`config.mk`:
```
export PLATFORM = sky130hd
export DESIGN_NAME = wrf_ram
export DESIGN_NICKNAME = d
export VERILOG_FILES = /design/src/rtl/core/wrf_ram.sv
export SDC_FILE = /design/constraint.sdc
export NUM_CORES = 1
export LEC_CHECK = 0
export BUFFER_PORTS_ARGS = -buffer_cell sky130_fd_sc_hd__buf_4
export CAP_MARGIN = 25
export CORE_MARGIN = 1.5
export CORE_UTILIZATION = 40
export DETAILED_ROUTE_END_ITERATION = 10
export GPL_TIMING_DRIVEN = 1
export SETUP_SLACK_MARGIN = 0.4
export SLEW_MARGIN = 5
export SYNTH_ARGS = -nofsm -noshare
export SYNTH_HDL_FRONTEND = slang
export SYNTH_SLANG_ARGS = --single-unit
```
`constraint.sdc`:
```
create_clock -name clk -period 2.27 [get_ports clk]
set_clock_uncertainty 0.05 [all_clocks]
set_input_delay 0.454 -clock clk [delete_from_list [all_inputs] [get_ports clk]]
set_output_delay 0.454 -clock clk [all_outputs]
set_load 0.005 [all_outputs]
```
`src/rtl/core/wrf_ram.sv`:
```
// Generic single-write, single-read RAM with registered read data.
module wrf_ram #(
  parameter int W = 8,
  parameter int D = 16
) (
  input  logic                 clk,
  input  logic                 we,
  input  logic [$clog2(D)-1:0] waddr,
  input  logic [W-1:0]         wdata,
  input  logic [$clog2(D)-1:0] raddr,
  output logic [W-1:0]         rdata
);
  logic [W-1:0] mem [D];

  always_ff @(posedge clk) begin
    if (we) begin
      mem[waddr] <= wdata;
    end
    rdata <= mem[raddr];
  end
endmodule

```
* Yosys cells after proc, flatten, opt, wreduce, memory -nomap -nowiden
Memories as Yosys holds them, arrays and structs flattened. A register that Yosys moved wholly into a read port is not among the register bits.
Cells that the tools add are included.
** Word-level totals
- Flip-flop bits (word level) :: 0
- Memory bits (writable) :: 128
- Output and inout bits :: 8
- Memories kept :: 1
** Memory list
- mem :: words 16, width 8, rd ports 1, clocked after Yosys merged registers in 1, wr ports 1, RTL line 13 : logic [W-1:0] mem [D];
** Cells by class
- Mux-type cells :: 2
** Operator list (count)
- 1-bit 2-to-1 mux :: 2

* Longest topological paths before layout
- Depth in word-level cells :: 2
- Mapped depth :: 5

* Worst setup path before layout
No wires, ideal clock.
- Path kind :: input port to flip-flop
- Start point :: input waddr[2]
- End point :: memory mem[0][0] (enable)
- Library setup time :: 0.383 ns
- Data arrival time :: 1.564 ns
- Data required time :: 1.837 ns
- Path slack :: 0.273 ns
- Stages :: 2
- Path buffers :: 0
- Cell sequence :: or3b_2 -> nor3_1
** RTL lines
- start, declared :: RTL line 8 : input logic [$clog2(D)-1:0] waddr,
- end, declared :: RTL line 13
No word-level cell before the write port.

==> reports/summary.log <==
qor: min_path.hold_crit_path_type input port to register
qor: drt.drt_first_pass_iters 4
qor: drt.route.detailed.wl_per_inst 20.2 um
qor: drt.route.antenna.remaining_nets 0
qor: cells_and_area.layout_common_cells 128 x edfxtp_1, 44 x buf_4, 18 x mux4_2
qor: placed_design.globalplace.congestion 0.715
qor: timing.final_setup_fails 0
qor: cells_and_area.layout_commonest_cell edfxtp_1
qor: cts.cts_made_buffers 17
qor: die.dieWidth 116 um
qor: setup_path.timing.critical_path.arrival 1.78 ns
qor: drt.finalWirelength 9.44 mm
qor: cts.cts_tree built
qor: power_and_ir_drop.power_report.internal_total 4670 uW
qor: status.outcome finished clean
qor: power_and_ir_drop.peakVddDrop 0.000501 V
qor: yosys.synth-seq-area-share 77.8%
qor: yosys.mappedNetlistArea 0.00515 sq mm
qor: timing.minimum_hold_slack 0.310 ns
qor: drt.detailroute.via_count 2,354
qor: cells_and_area.fin_nets 301
qor: power_and_ir_drop.switching_power 1170 uW
qor: cells_and_area.num-fill-cells 1,001
qor: cts.ctsResizeCount 0
qor: drt.avgViaCountPerCell 5.03
qor: die.floorplan.initialDensity 41.0%
qor: setup_path.critPathKind input port to register
qor: die.fp-row-count 41
qor: cts.cts.htree.levels 4
qor: power_and_ir_drop.p_per_cell_area 937 mW/mm^2
qor: timing.fmax 0.646 GHz
qor: setup_path.critical_path_peak_fanout 18
qor: cts.clock_latency 0.41 ns
qor: global_route.grt_first_pass_wirelength 14.5 mm
qor: power_and_ir_drop.p_leak 0.00211 uW
qor: yosys.syn_area_per_cell 22.5 sq um
qor: cts.cts_setup_buffers 0
qor: yosys.synth-seq-cells 136
qor: run.maxCapViolations 0
qor: cts.clock_transition_at_the_registers_of_the_reported_paths 0.06 ns
qor: placed_design.post-dp-hpwl 6.03 mm
qor: timing.totalNegativeSetupSlack 0 ns
qor: cts.postCtsHoldBufs 0
qor: cts.clock_tree.buffer_depth 2
qor: die.die_area 0.0136 sq mm
qor: timing.finalWorstPathRequiredPeriod 1.55 ns
qor: placed_design.dpl.cell_count 436
qor: drt.post-route-drc-count 0
qor: power_and_ir_drop.power.combinational.fraction 4.6%
qor: yosys.synthDistinctLibCells 19
qor: setup_path.timing.critical_path.from_type input port
qor: global_route.pin_count_of_the_biggest_net_entering_global_routing 33
qor: global_route.grt_pass1_vias 2,502
qor: power_and_ir_drop.power_switching_share 20.0%
qor: yosys.mappedNetlistNets 247
qor: die.die_h 116 um
qor: global_route.grt-ovfl-total 0
qor: yosys.syn-instance-count 229
qor: placed_design.number_of_port_buffers 25
qor: cells_and_area.drive_above_1_share 32.4%
qor: timing.finalCritPeriodShare 68.2%
qor: power_and_ir_drop.power.clock.fraction 47.0%
qor: cells_and_area.area_growth_syn_to_layout 21.1%
qor: cells_and_area.antenna_cells_inserted 0
qor: die.design.portCount 26
qor: timing.worst_slew_margin_rel 56.3%
qor: timing.worstMarginPinSlew 0.652 ns
qor: cells_and_area.layout.cells.non_filler 468
qor: die.coreArea 0.0126 sq mm
qor: setup_path.timing.critical_path.to_type register
qor: cts.cts_num_sinks 136
qor: global_route.groute.usage.overall 15.6%
qor: cts.cts_root_buf clkbuf_16
qor: drt.number_of_drc_violations_after_detailed_routing_iteration_0 233
qor: timing.finalHoldViolCount 0
qor: yosys.synth_warnings 0
qor: timing.final_report_max_slew_violation_count 0
qor: timing.grt_setup_unrepaired false
qor: power_and_ir_drop.pwr-share-seq 48.3%
qor: setup_path.cp.required 2.50 ns
qor: global_route.antenna_found_initial 0
[area by class of cell]
type,count,area (sq um),area share [%]
tap,172,215,3.45
clock inverter,14,174,2.79
clock buffer,18,429,6.88
multi-input combinational,83,1060,17.0
sequential,136,4000,64.2
timing repair buffer,45,350,5.62
[worst max-delay path: stages]
cell and delay [ns]:
buf_4 0.25, buf_12 0.23, mux4_2 0.52, a22oi_1 0.24
nand2_1 0.07
[synth_stat cells, drive strengths merged]
cell,n,area share (%)
nor3,4,0.39
nand2b,2,0.24
and2b,1,0.15
and2,1,0.12
nand2,9,0.66
a22oi,16,2.3
buf,7,1.1
or3b,1,0.17
nand3,1,0.097
nor2b,1,0.12
nor2,13,0.95
nand3b,2,0.29
dfxtp,8,3.1
mux4,32,15
clkdlybuf4s25,3,0.58
edfxtp,128,75
[cells by family after synthesis]
| group | synth area share (%) |
|---|---|
| flip-flops | 77.8 |
| buffers and inverters | 1.68 |
| AO/OA/AOI/OAI | 2.33 |
| AND/OR/NAND/NOR | 3.18 |
| multiplexers | 15.0 |
[flip-flops by register name (all words and copies together) (netlist names)]
register  cells
mem         128
rdata         8
[power groups by stage]
stage,combinational [uW],clock (uW),sequential [uW]
after floorplan,143,0,2870
after global placement,271,0,2870
after detailed placement,276,0,2880
after CTS,277,2790,2820
after global routing,297,2900,2830
final,271,2750,2820
[per-stage QoR]
stage	total power [uW]	instance area [sq um]	setup slack (ns)	utilization [%]
finish	5840	6230	0.721	49.6
global route	6020	6230	0.651	49.6
CTS	5890	6230	0.720	49.6
detailed placement	3150	5630	0.287	44.8
global placement	3150	5630	0.285	44.8
floorplan	3020	5150	0.500	-
[metal layers]
layer / global-route usage, % / wire, um / vias to the layer above
met5: 0 / 0 / -
met4: 7.32 / 145 / 0
met3: 3.53 / 326 / 10
met2: 25.2 / 4810 / 56
met1: 20.3 / 4150 / 1208
li1: - / - / 1080
[path summary, 6_finish.rpt]
check | from | end | slack [ns] | cells after the start
min reg2reg | mem[14][4] | rdata[4] | 0.62 | 3
max | raddr[0] | rdata[6] | 0.72 | 5
min | wdata[3] | mem[12][3] | 0.31 | 1
max reg2reg | mem[1][5] | rdata[5] | 0.84 | 3
(Power assumes the default switching activity.)
